===== src/hcbe_pkg.sv =====
// Shared types, constants and helpers for the chunked body encoder.
`default_nettype none
package hcbe_pkg;

  localparam int unsigned CFG_W          = 6;
  localparam int unsigned APB_DATA_W     = 32;
  localparam int unsigned APB_ADDR_W     = 3;
  localparam int unsigned CHUNK_SIZE_RST = 10;

  localparam logic REG_CHUNK_SIZE = 1'b0;

  localparam logic FUNC_DATA = 1'b0;
  localparam logic FUNC_END  = 1'b1;

  localparam logic [7:0] CHAR_CR   = 8'h0d;
  localparam logic [7:0] CHAR_LF   = 8'h0a;
  localparam logic [7:0] CHAR_ZERO = 8'h30;

  typedef enum logic [12:0] {
    ST_IDLE   = 13'b0000000000001,
    ST_HEX_HI = 13'b0000000000010,
    ST_HEX_LO = 13'b0000000000100,
    ST_CR1    = 13'b0000000001000,
    ST_LF1    = 13'b0000000010000,
    ST_DATA   = 13'b0000000100000,
    ST_CR2    = 13'b0000001000000,
    ST_LF2    = 13'b0000010000000,
    ST_Z0     = 13'b0000100000000,
    ST_ZCR1   = 13'b0001000000000,
    ST_ZLF1   = 13'b0010000000000,
    ST_ZCR2   = 13'b0100000000000,
    ST_ZLF2   = 13'b1000000000000
  } seq_state_t;

  function automatic logic [7:0] hex_char(input logic [3:0] d);
    logic [7:0] r;
    if (d < 4'd10) begin
      r = 8'h30 + {4'h0, d};
    end else begin
      r = 8'h57 + {4'h0, d};
    end
    return r;
  endfunction

endpackage
`default_nettype wire


===== src/hcbe_if.sv =====
// Request channel interfaces: body input and encoded byte output.
`default_nettype none
interface hcbe_in_if;
  logic       valid;
  logic       ready;
  logic       func;
  logic [7:0] data_byte;
  modport source(output valid, func, data_byte, input ready);
  modport sink(input valid, func, data_byte, output ready);
endinterface

interface hcbe_out_if;
  logic       valid;
  logic       ready;
  logic [7:0] out_byte;
  logic       last;
  logic       body_done;
  modport source(output valid, out_byte, last, body_done, input ready);
  modport sink(input valid, out_byte, last, body_done, output ready);
endinterface
`default_nettype wire


===== src/http_chunked_body_encoder.sv =====
// Chunked transfer encoder top: body bytes in, framed chunk stream out.
// The completing request updates the state register; the first byte then loads obyte.
// Output: one encoded byte per cycle while dout.ready is high; din.ready stays low while a
//   chunk frame or the end-of-body terminator is sent; other requests fill the buffer.
// The output rate is set by the single byte-wide output register fed by the buffer read port.
// Reset (rst, synchronous): empties the buffer count, sets chunk_size to 10 (or MAX_CHUNK); no memory clear.
`default_nettype none
module http_chunked_body_encoder #(
  parameter int unsigned MAX_CHUNK = 32
) (
  input  wire logic                                clk,
  input  wire logic                                rst,
  input  wire logic                                psel,
  input  wire logic                                penable,
  input  wire logic                                pwrite,
  input  wire logic [hcbe_pkg::APB_ADDR_W-1:0]     paddr,
  input  wire logic [hcbe_pkg::APB_DATA_W-1:0]     pwdata,
  output logic      [hcbe_pkg::APB_DATA_W-1:0]     prdata,
  output logic                                     pready,
  hcbe_in_if.sink                                  din,
  hcbe_out_if.source                               dout
);

  localparam int unsigned IDX_W = (MAX_CHUNK > 1) ? $clog2(MAX_CHUNK) : 1;
  localparam int unsigned CNT_W = $clog2(MAX_CHUNK + 1);

  logic [hcbe_pkg::CFG_W-1:0] chunk_size;
  logic                       wr_en;
  logic [IDX_W-1:0]           wr_addr;
  logic [7:0]                 wr_data;
  logic [IDX_W-1:0]           rd_addr;
  logic [7:0]                 rd_data;

  assign pready = 1'b1;

  hcbe_regs #(.MAX_CHUNK(MAX_CHUNK)) u_regs (
    .clk        (clk),
    .rst        (rst),
    .psel       (psel),
    .penable    (penable),
    .pwrite     (pwrite),
    .paddr      (paddr),
    .pwdata     (pwdata),
    .prdata     (prdata),
    .chunk_size (chunk_size)
  );

  hcbe_store #(.DEPTH(MAX_CHUNK), .IDX_W(IDX_W)) u_store (
    .clk     (clk),
    .wr_en   (wr_en),
    .wr_addr (wr_addr),
    .wr_data (wr_data),
    .rd_addr (rd_addr),
    .rd_data (rd_data)
  );

  hcbe_seq #(.IDX_W(IDX_W), .CNT_W(CNT_W)) u_seq (
    .clk        (clk),
    .rst        (rst),
    .chunk_size (chunk_size),
    .din        (din),
    .dout       (dout),
    .wr_en      (wr_en),
    .wr_addr    (wr_addr),
    .wr_data    (wr_data),
    .rd_addr    (rd_addr),
    .rd_data    (rd_data)
  );

endmodule
`default_nettype wire


===== src/hcbe_regs.sv =====
// APB configuration register: clamped chunk size.
`default_nettype none
module hcbe_regs #(
  parameter int unsigned MAX_CHUNK = 32
) (
  input  wire logic                                  clk,
  input  wire logic                                  rst,
  input  wire logic                                  psel,
  input  wire logic                                  penable,
  input  wire logic                                  pwrite,
  input  wire logic [hcbe_pkg::APB_ADDR_W-1:0]       paddr,
  input  wire logic [hcbe_pkg::APB_DATA_W-1:0]       pwdata,
  output logic      [hcbe_pkg::APB_DATA_W-1:0]       prdata,
  output logic      [hcbe_pkg::CFG_W-1:0]            chunk_size
);

  localparam logic [hcbe_pkg::CFG_W-1:0] MAX_SIZE = hcbe_pkg::CFG_W'(MAX_CHUNK);
  localparam logic [hcbe_pkg::CFG_W-1:0] RST_SIZE =
    (hcbe_pkg::CHUNK_SIZE_RST > MAX_CHUNK) ? hcbe_pkg::CFG_W'(MAX_CHUNK)
                                           : hcbe_pkg::CFG_W'(hcbe_pkg::CHUNK_SIZE_RST);

  logic                         wr_hit;
  logic [hcbe_pkg::CFG_W-1:0]   wr_raw;
  logic [hcbe_pkg::CFG_W-1:0]   wr_clamped;

  assign wr_hit = psel && penable && pwrite
               && (paddr[hcbe_pkg::APB_ADDR_W-1] == hcbe_pkg::REG_CHUNK_SIZE);
  assign wr_raw = pwdata[hcbe_pkg::CFG_W-1:0];

  always_comb begin
    if (wr_raw == '0) begin
      wr_clamped = hcbe_pkg::CFG_W'(1);
    end else if (wr_raw > MAX_SIZE) begin
      wr_clamped = MAX_SIZE;
    end else begin
      wr_clamped = wr_raw;
    end
  end

  always_ff @(posedge clk) begin
    if (rst) begin
      chunk_size <= RST_SIZE;
    end else if (wr_hit) begin
      chunk_size <= wr_clamped;
    end
  end

  always_comb begin
    if (paddr[hcbe_pkg::APB_ADDR_W-1] == hcbe_pkg::REG_CHUNK_SIZE) begin
      prdata = hcbe_pkg::APB_DATA_W'(chunk_size);
    end else begin
      prdata = '0;
    end
  end

endmodule
`default_nettype wire


===== src/hcbe_store.sv =====
// Chunk buffer: single write port, registered read port.
`default_nettype none
module hcbe_store #(
  parameter int unsigned DEPTH = 32,
  parameter int unsigned IDX_W = 5
) (
  input  wire logic             clk,
  input  wire logic             wr_en,
  input  wire logic [IDX_W-1:0] wr_addr,
  input  wire logic [7:0]       wr_data,
  input  wire logic [IDX_W-1:0] rd_addr,
  output logic      [7:0]       rd_data
);

  logic [7:0] mem [DEPTH];

  always_ff @(posedge clk) begin
    if (wr_en) begin
      mem[wr_addr] <= wr_data;
    end
  end

  always_ff @(posedge clk) begin
    rd_data <= mem[rd_addr];
  end

endmodule
`default_nettype wire


===== src/hcbe_seq.sv =====
// Fill tracking, chunk framing sequencer and output register.
`default_nettype none
module hcbe_seq #(
  parameter int unsigned IDX_W     = 5,
  parameter int unsigned CNT_W     = 6
) (
  input  wire logic                         clk,
  input  wire logic                         rst,
  input  wire logic [hcbe_pkg::CFG_W-1:0]   chunk_size,
  hcbe_in_if.sink                           din,
  hcbe_out_if.source                        dout,
  output logic                              wr_en,
  output logic      [IDX_W-1:0]             wr_addr,
  output logic      [7:0]                   wr_data,
  output logic      [IDX_W-1:0]             rd_addr,
  input  wire logic [7:0]                   rd_data
);

  hcbe_pkg::seq_state_t state, state_next;

  logic [CNT_W-1:0]            fill, fill_next, fill_inc;
  logic [CNT_W-1:0]            len, len_next;
  logic [IDX_W-1:0]            idx, idx_next, idx_last;
  logic                        zero_tail, zero_tail_next;
  logic [hcbe_pkg::CFG_W-1:0]  len6, fill_inc6;
  logic                        accept, push, chunk_full;
  logic [7:0]                  byte_val;
  logic                        last_val, done_val;
  logic                        ovalid;
  logic [7:0]                  obyte;
  logic                        olast, odone;

  assign accept     = din.valid && din.ready;
  assign din.ready  = (state == hcbe_pkg::ST_IDLE);
  assign push       = (state != hcbe_pkg::ST_IDLE) && (!ovalid || dout.ready);
  assign fill_inc   = fill + CNT_W'(1);
  assign fill_inc6  = hcbe_pkg::CFG_W'(fill_inc);
  assign chunk_full = (fill_inc6 >= chunk_size);
  assign len6       = hcbe_pkg::CFG_W'(len);
  assign idx_last   = IDX_W'(len - CNT_W'(1));

  assign wr_en   = accept && (din.func == hcbe_pkg::FUNC_DATA);
  assign wr_addr = IDX_W'(fill);
  assign wr_data = din.data_byte;
  assign rd_addr = idx_next;

  always_comb begin
    state_next     = state;
    fill_next      = fill;
    len_next       = len;
    idx_next       = idx;
    zero_tail_next = zero_tail;
    byte_val       = hcbe_pkg::CHAR_CR;
    last_val       = 1'b0;
    done_val       = 1'b0;
    case (state)
      hcbe_pkg::ST_IDLE: begin
        if (accept) begin
          if (din.func == hcbe_pkg::FUNC_DATA) begin
            if (chunk_full) begin
              len_next       = fill_inc;
              fill_next      = '0;
              zero_tail_next = 1'b0;
              state_next     = (fill_inc6[hcbe_pkg::CFG_W-1:4] != '0) ?
                               hcbe_pkg::ST_HEX_HI : hcbe_pkg::ST_HEX_LO;
            end else begin
              fill_next = fill_inc;
            end
          end else if (fill != '0) begin
            len_next       = fill;
            fill_next      = '0;
            zero_tail_next = 1'b1;
            state_next     = (hcbe_pkg::CFG_W'(fill) >= hcbe_pkg::CFG_W'(16)) ?
                             hcbe_pkg::ST_HEX_HI : hcbe_pkg::ST_HEX_LO;
          end else begin
            state_next = hcbe_pkg::ST_Z0;
          end
        end
      end
      hcbe_pkg::ST_HEX_HI: begin
        byte_val = hcbe_pkg::hex_char({2'b00, len6[5:4]});
        if (push) state_next = hcbe_pkg::ST_HEX_LO;
      end
      hcbe_pkg::ST_HEX_LO: begin
        byte_val = hcbe_pkg::hex_char(len6[3:0]);
        if (push) state_next = hcbe_pkg::ST_CR1;
      end
      hcbe_pkg::ST_CR1: begin
        byte_val = hcbe_pkg::CHAR_CR;
        if (push) state_next = hcbe_pkg::ST_LF1;
      end
      hcbe_pkg::ST_LF1: begin
        byte_val = hcbe_pkg::CHAR_LF;
        if (push) state_next = hcbe_pkg::ST_DATA;
      end
      hcbe_pkg::ST_DATA: begin
        byte_val = rd_data;
        if (push) begin
          if (idx == idx_last) begin
            idx_next   = '0;
            state_next = hcbe_pkg::ST_CR2;
          end else begin
            idx_next = idx + IDX_W'(1);
          end
        end
      end
      hcbe_pkg::ST_CR2: begin
        byte_val = hcbe_pkg::CHAR_CR;
        if (push) state_next = hcbe_pkg::ST_LF2;
      end
      hcbe_pkg::ST_LF2: begin
        byte_val = hcbe_pkg::CHAR_LF;
        last_val = !zero_tail;
        if (push) state_next = zero_tail ? hcbe_pkg::ST_Z0 : hcbe_pkg::ST_IDLE;
      end
      hcbe_pkg::ST_Z0: begin
        byte_val = hcbe_pkg::CHAR_ZERO;
        if (push) state_next = hcbe_pkg::ST_ZCR1;
      end
      hcbe_pkg::ST_ZCR1: begin
        byte_val = hcbe_pkg::CHAR_CR;
        if (push) state_next = hcbe_pkg::ST_ZLF1;
      end
      hcbe_pkg::ST_ZLF1: begin
        byte_val = hcbe_pkg::CHAR_LF;
        if (push) state_next = hcbe_pkg::ST_ZCR2;
      end
      hcbe_pkg::ST_ZCR2: begin
        byte_val = hcbe_pkg::CHAR_CR;
        if (push) state_next = hcbe_pkg::ST_ZLF2;
      end
      hcbe_pkg::ST_ZLF2: begin
        byte_val = hcbe_pkg::CHAR_LF;
        last_val = 1'b1;
        done_val = 1'b1;
        if (push) state_next = hcbe_pkg::ST_IDLE;
      end
      default: begin
        state_next = hcbe_pkg::ST_IDLE;
      end
    endcase
  end

  always_ff @(posedge clk) begin
    if (rst) begin
      state     <= hcbe_pkg::ST_IDLE;
      fill      <= '0;
      idx       <= '0;
      zero_tail <= 1'b0;
    end else begin
      state     <= state_next;
      fill      <= fill_next;
      idx       <= idx_next;
      zero_tail <= zero_tail_next;
    end
  end

  always_ff @(posedge clk) begin
    len <= len_next;
  end

  always_ff @(posedge clk) begin
    if (rst) begin
      ovalid <= 1'b0;
    end else if (push) begin
      ovalid <= 1'b1;
    end else if (dout.ready) begin
      ovalid <= 1'b0;
    end
  end

  always_ff @(posedge clk) begin
    if (push) begin
      obyte <= byte_val;
      olast <= last_val;
      odone <= done_val;
    end
  end

  assign dout.valid     = ovalid;
  assign dout.out_byte  = obyte;
  assign dout.last      = olast;
  assign dout.body_done = odone;

endmodule
`default_nettype wire


===== src/flat_wrapper.sv =====
// flat-port wrapper written by rule: the top's interface ports become plain ports
module http_chunked_body_encoder_flat 
#(
  parameter int unsigned MAX_CHUNK = 32
)
  (clk, rst, psel, penable, pwrite, paddr, pwdata, prdata, pready, din_valid, din_func, din_data_byte, din_ready, dout_valid, dout_out_byte, dout_last, dout_body_done, dout_ready);
  hcbe_in_if din_i ();
  hcbe_out_if dout_i ();
  input  wire logic clk;
  input  wire logic rst;
  input  wire logic psel;
  input  wire logic penable;
  input  wire logic pwrite;
  input  wire logic [hcbe_pkg::APB_ADDR_W-1:0] paddr;
  input  wire logic [hcbe_pkg::APB_DATA_W-1:0] pwdata;
  output logic      [hcbe_pkg::APB_DATA_W-1:0] prdata;
  output logic pready;
  input wire logic [$bits(din_i.valid)-1:0] din_valid;
  input wire logic [$bits(din_i.func)-1:0] din_func;
  input wire logic [$bits(din_i.data_byte)-1:0] din_data_byte;
  output wire logic [$bits(din_i.ready)-1:0] din_ready;
  output wire logic [$bits(dout_i.valid)-1:0] dout_valid;
  output wire logic [$bits(dout_i.out_byte)-1:0] dout_out_byte;
  output wire logic [$bits(dout_i.last)-1:0] dout_last;
  output wire logic [$bits(dout_i.body_done)-1:0] dout_body_done;
  input wire logic [$bits(dout_i.ready)-1:0] dout_ready;
  assign din_i.valid = din_valid;
  assign din_i.func = din_func;
  assign din_i.data_byte = din_data_byte;
  assign din_ready = din_i.ready;
  assign dout_valid = dout_i.valid;
  assign dout_out_byte = dout_i.out_byte;
  assign dout_last = dout_i.last;
  assign dout_body_done = dout_i.body_done;
  assign dout_i.ready = dout_ready;
  http_chunked_body_encoder #(.MAX_CHUNK(MAX_CHUNK)) u_core (.clk(clk), .rst(rst), .psel(psel), .penable(penable), .pwrite(pwrite), .paddr(paddr), .pwdata(pwdata), .prdata(prdata), .pready(pready), .din(din_i), .dout(dout_i));
endmodule

===== config.mk =====
export PLATFORM = sky130hd
export DESIGN_NAME = http_chunked_body_encoder_flat
export DESIGN_NICKNAME = d
export VERILOG_FILES = /design/src/hcbe_pkg.sv /design/src/hcbe_if.sv /design/src/http_chunked_body_encoder.sv /design/src/hcbe_regs.sv /design/src/hcbe_store.sv /design/src/hcbe_seq.sv /design/src/flat_wrapper.sv
export SDC_FILE = /design/constraint.sdc
export NUM_CORES = 1
export LEC_CHECK = 0
export ABC_AREA = 1
export BUFFER_PORTS_ARGS = -buffer_cell sky130_fd_sc_hd__buf_4
export CORE_AREA = 3 3 176 178
export CTS_BUF_LIST = sky130_fd_sc_hd__clkbuf_4 sky130_fd_sc_hd__clkbuf_8 sky130_fd_sc_hd__clkbuf_16
export CTS_CLUSTER_DIAMETER = 60
export CTS_CLUSTER_SIZE = 12
export DETAILED_ROUTE_END_ITERATION = 8
export DIE_AREA = 0 0 179 181
export PLACE_DENSITY = 0.67
export REMOVE_ABC_BUFFERS = 1
export SLEW_MARGIN = 0
export SYNTH_ARGS = -nofsm -noshare
export SYNTH_HDL_FRONTEND = slang
export SYNTH_SLANG_ARGS = --single-unit

===== constraint.sdc =====
create_clock -name clk -period 5.9 [get_ports clk]
set_input_delay 0.295 -clock clk [delete_from_list [all_inputs] [get_ports clk]]
set_output_delay 0.295 -clock clk [all_outputs]
set_load 0.01 [all_outputs]

; Word-level counts from Yosys, hierarchy flattened
; Memories as Yosys holds them, arrays and structs flattened. A register that Yosys moved wholly into a read port is not among the register bits.
; Index checks and enable logic that the tools add are counted.
[classes]
n_eq_ne = 31
n_bitwise = 2
addsub = 7
order_cmp = 5
reduce_logical = 18
muxes = 45
[ops]
columns = operator, n
row1 = two-way mux 13 bit, 16
row2 = one-hot mux 13 bit (13 select lines), 1
row3 = two-way mux 6 bit, 9
row4 = one-hot mux 8 bit (5 select lines), 1
row5 = "inequality test 2 bit, second input constant", 13
row6 = two-way mux 9 bit, 2
row7 = two-way mux 8 bit, 2
row8 = two-way mux 5 bit, 3
row9 = AND reduction 15 bit, 1
row10 = "== test 13 x 1 -> 1 bit, second input constant", 1
row11 = "== test 13 x 10 -> 1 bit, second input constant", 1
row12 = "== test 13 x 11 -> 1 bit, second input constant", 1
row13 = "== test 13 x 12 -> 1 bit, second input constant", 1
row14 = "== test 13 bit, second input constant", 1
row15 = "== test 13 x 2 -> 1 bit, second input constant", 1
row16 = "== test 13 x 3 -> 1 bit, second input constant", 1
row17 = "== test 13 x 4 -> 1 bit, second input constant", 1
row18 = "== test 13 x 5 -> 1 bit, second input constant", 1
row19 = "== test 13 x 6 -> 1 bit, second input constant", 1
row20 = "== test 13 x 7 -> 1 bit, second input constant", 1
row21 = "== test 13 x 8 -> 1 bit, second input constant", 1
row22 = "== test 13 x 9 -> 1 bit, second input constant", 1
row23 = "inequality test 13 x 1 -> 1 bit, second input constant", 1
row24 = "adder 7 x 2 -> 8 bit, first input constant", 1
row25 = 27 further kinds, 45
[totals]
ff_bits = 48
input_bits = 51
mem_bits_rw = 256
mem_count = 1
elab_cells = 119
[mem_list]
columns = memory, words, width, read_ports, rd_clocked_by_memory_dff, write_ports, line_no
row1 = u_core.u_store.mem, 32, 8, 1, 1, 1, hcbe_store.sv:15  ; logic [7:0] mem [DEPTH];

; Depth between registers and ports, before layout
[depth]
depth_word = 7
mapped_depth = 20
ltp_nobuf = 19

; By module
; From an unflattened synthesis, not the netlist that was laid out.
[hier_totals]
hier_cells = 1414
hier_area_um2 = 14307.5
[by_module_without_submodules]
columns = module, cells_per_inst, instances, area_each_um2
row1 = hcbe_store, 922, 1, 10786.6
row2 = hcbe_seq, 416, 1, 2981.6
row3 = hcbe_regs, 74, 1, 528.0
row4 = http_chunked_body_encoder, 2, 1, 11.3

; Worst setup path before layout
; OpenSTA, ideal clock, no wires.
[synth_path]
path_kind = register -> register
from = reg u_core.u_seq.fill[2]
to = reg u_core.u_seq.state[12]
setup_ns = 0.116
stages_incl_launch_ff = 20
t_required_ns = 5.784
n_path_buf = 2
setup_slack_ns = 3.143
t_arrival_ns = 2.641
path_cell_list = dfxtp_1 -> clkbuf_1 -> nand3_1 -> nor2_1 -> xor2_1 -> inv_1 -> ha_1 -> nand2_1 -> nor2_1 -> o21ai_0 -> o211ai_1 -> nor2_1 -> nand2_1 -> nand2_1 -> nand2_1 -> nand3_2 -> clkinv_1 -> buf_2 -> o21ai_0 -> nor2_1
[synth_via]
elab_chain_cells = 4
[synth_lines]
columns = item, line_no
row1 = start: declaration, hcbe_seq.sv:21  ; logic [CNT_W-1:0] fill, fill_next, fill_inc;
row2 = start signal: assignment, hcbe_seq.sv:152  ; fill <= fill_next;
row3 = adder 6 x 1 -> 6 bit, hcbe_seq.sv:36  ; assign fill_inc = fill + CNT_W'(1);
row4 = greater-or-equal comparator 6 bit, hcbe_seq.sv:38  ; assign chunk_full = (fill_inc6 >= chunk_size);
row5 = inequality test 3 x 2 -> 1 bit (no source line), n/a
row6 = AND reduction 15 bit (no source line), n/a
row7 = end signal: assignment, hcbe_seq.sv:146  ; state <= hcbe_pkg::ST_IDLE;
row8 = end signal: assignment, hcbe_seq.sv:151  ; state <= state_next;
row9 = end: declaration, hcbe_seq.sv:19  ; hcbe_pkg::seq_state_t state, state_next;
; Every way passes these cells.
; A chain may end at the register's enable or synchronous reset.

; Worst setup path in the final report
[layout_path]
from = reg u_core.u_seq.len[0]
to = reg u_core.u_store.rd_data[2] (read register of u_core.u_store.mem)
[layout_via]
elab_chain_cells = 5
[layout_lines]
columns = item, line_no
row1 = start: declaration, hcbe_seq.sv:22  ; logic [CNT_W-1:0] len, len_next;
row2 = start signal: assignment, hcbe_seq.sv:159  ; len <= len_next;
row3 = subtractor 5 x 1 -> 5 bit, hcbe_seq.sv:40  ; assign idx_last = IDX_W'(len - CNT_W'(1));
row4 = == test 5 bit, hcbe_seq.sv:99  ; if (idx == idx_last) begin
row5 = two-way mux 5 bit, hcbe_seq.sv:99
row6 = two-way mux 5 bit, hcbe_seq.sv:98  ; if (push) begin
row7 = two-way mux 5 bit, hcbe_seq.sv:56  ; case (state)
row8 = end: declaration, hcbe_store.sv:12  ; output logic [7:0] rd_data
; Every way passes these cells.

==> out/summary.txt <==
io pins - 96
vias in the first global route - 9385
Max clock buf depth - 3
root buf cell - clkbuf_16
internal power - 0.004021 W
Startpoint Class - register
global-route wire length before repair - 50.97 mm
final hold viol count - 0
chip width - 179 µm
DR WL/cell - 17.06 µm
met3 Resource Use GR - 3.321%
Primary FF master, synth - edfxtp_1
final wirelength - 32.87 mm
# DRC - 0
H-tree depth - 2
#FFs+latches synth - 312
post-synth cell types - 36
RR Startpoint - u_core.u_seq.len[0]
Pleak - 6.582 nW
Seq/Total Area, Yosys - 61.00%
Post-synth EDFFs - 272
total of max-cap violations - 0
TritonCTS Buffers - 34
most frequent cells in the layout - nand3_1 (292), nand2_1 (276), edfxtp_1 (272)
Yosys warning count - 0
area grow syn2layout - 9.796%
fraction of registers with async set/reset - 0%
vias per cell - 5.264
initial DRC count - 947
chip height - 181 µm
cell taking the most area after synthesis - edfxtp_1
min-delay worst type - in2reg
initial core utilization - 49.74%
status - finished clean
Final Cycle Share - 73.13%
Max Freq - 231.8 MHz
largest net degree at the start of global routing - 100
critical path required time - 6.30 ns
Setup Buffers After CTS - 0
clock skew - 0.01546 ns
crit path from - u_core.u_seq.len[0]
antenna violations before repair - 0
final setup margin - 1.585 ns
Crit Path Max Fanout - 99
path depth of the worst reg2reg path - 18
Hold Path Depth - 3
worst hold slack - 0.02138 ns
post-detail-place hpwl - 19.55 mm
power after layout - 0.005546 W
WS Path Type - reg2reg
Cells after Synth - 1510
worst r2r dst - u_core.u_store.rd_data[2]
CTS sink count - 312
antenna cells - 0
commonest non-fill, non-tap cell in the layout - nand3_1
grt total ovfl - 0
CTS Hold Bufs - 0
GR peak layer - met2
cts repair resizes - 0
P_sw - 0.001525 W
Flop pwr share - 46.5%
worst vdd ir - 241.5 µV
Yosys top cell area share - 55.56%
Syn Area/Cell - 9.736 µm²
Net Sw Frac - 27.50%
setup TNS - 0 ns
start point of the worst hold path - pwdata[1]
worst-margin pin slew - 1.144 ns
routed vias - 10140
synthesized area - 14700 µm²
Worst Path Arrival - 4.71 ns
fraction of layout cells with a size suffix above 1 - 7.482%
clock power share - 37.0%
drt pass-1 iters - 6
crit end category - register
dpl ws - 1.622 ns
power per cell area - 343.6 nW/µm²
Fillers - 2497
core area - 29560 µm²
count of input and output buffers - 40
Final GP Congestion - 0.8535
remaining antenna violation count - 0
worst skew pair latency - 0.51 ns
Hold Path Sink - u_core.u_regs.chunk_size[1]
reg2reg setup slack - 1.59 ns
minimum clock period - 4.315 ns
Area contributors post-synth - edfxtp_1 (56%), nand3_1 (9.9%), nand2_1 (7.1%)
M2 GR Usage - 32.04%
RSZ-0062 raised after global routing - false
gr usage total - 20.23%
Slew headroom - 23.76%
CTS tree - yes
DIE AREA - 32400 µm²
clock-pin transition on the worst setup and hold timing paths - 0.06 ns
Comb pwr share - 16.5%
FP Rows - 63
M1 GR Usage - 28.61%
final setup vio count - 0
fin. max-slew vios - 0
Layout Nets - 1585
state kept, by name (all words and copies together) (netlist names), 5 cells and up:
name	flops
u_core.u_store.mem	256
u_core.u_seq.state	13
u_core.u_seq.dout.out_byte	8
u_core.u_store.rd_data	8
u_core.u_regs.chunk_size	6
u_core.u_seq.fill	6
u_core.u_seq.len	6
u_core.u_seq.idx	5
power by group through the flow:
stage / clock network (W) / registers [W] / logic [W]
floorplan: 0 / 0.00262 / 0.000586
global placement: 0 / 0.00262 / 0.000881
detailed placement: 0 / 0.00262 / 0.000901
CTS: 0.00208 / 0.00258 / 0.000905
global route: 0.00217 / 0.00259 / 0.00102
finish: 0.00205 / 0.00258 / 0.000916
worst max-delay path, stage by stage, from the launching register on:
cell and delay [ns]:
edfxtp_1 0.38, inv_1 0.15, ha_1 0.26, inv_1 0.07, nand2_1 0.08, nand3_1 0.08, nand2_1 0.06, a21oi_1 0.05
nand2_1 0.20, nand3_4 0.58, nand2_4 1.11, buf_4 0.48, nand2_1 0.10, nand3_1 0.09, nand3_1 0.12, nand3_1 0.17
nand2_1 0.09, nand2_1 0.06, nand2_1 0.06
synthesized netlist by cell type (4+ instances only):
cell and number:
a21oi_1 29, buf_2 46, buf_4 37, clkbuf_1 11, dfxtp_1 40, edfxtp_1 272
ha_1 12, inv_1 242, inv_2 4, nand2_1 278, nand3_1 292, nand3_2 4
nand3b_1 80, nor2_1 90, nor2_2 4, nor3_1 11, o21ai_0 25, xor2_1 5
kinds of logic (layout without fill, tap and decap cells):
kind of cell    count (synthesis)  in the layout  synth area share (%)
flops                         312            312                 61.00
simple gates                  768            768                 24.78
xor+xnor                        6              6                0.3574
other cells                     2             27               0.05108
fa+ha+maj                      12             12                 1.021
buf+inv                       344            346                 10.22
compound gates                 66             66                 2.562
metal layers:
layer  vias to the layer above  share of wire, %
met5                         -                 0
met4                         0               2.9
met3                        61               5.9
met1                      4788                44
li1                       4983                 -
met2                       311                47
area by class of cell:
class | instances | area [µm²] | share of cell area (%)
clock buffers | 41 | 920.9 | 5.705
clock inverters | 10 | 133.9 | 0.8294
inverters | 248 | 930.9 | 5.767
multi-input cells | 879 | 4347 | 26.93
flip-flops and latches | 312 | 8969 | 55.56
well taps | 390 | 488.0 | 3.023
repair buffers | 47 | 352.8 | 2.186
per-stage QoR:
step           util, %  instances  cell area (µm²)
2_1_floorplan        -       1439            14220
3_3_place_gp     51.04       1876            15090
3_5_place_dp     51.04       1876            15090
4_1_cts          54.61       1927            16140
5_1_grt          54.61       1927            16140
6_report         54.61       1927            16140
worst max-delay path by stage:
stage	to	slack, ns
after detailed placement	u_core.u_store.rd_data[2]	1.62
final	u_core.u_store.rd_data[2]	1.59
after global placement	u_core.u_store.rd_data[2]	1.68
after floorplan	u_core.u_store.rd_data[0]	0.26
after global routing	u_core.u_store.rd_data[2]	1.14
after CTS	u_core.u_store.rd_data[2]	1.61
No activity file was read; power rests on OpenSTA's default activity.
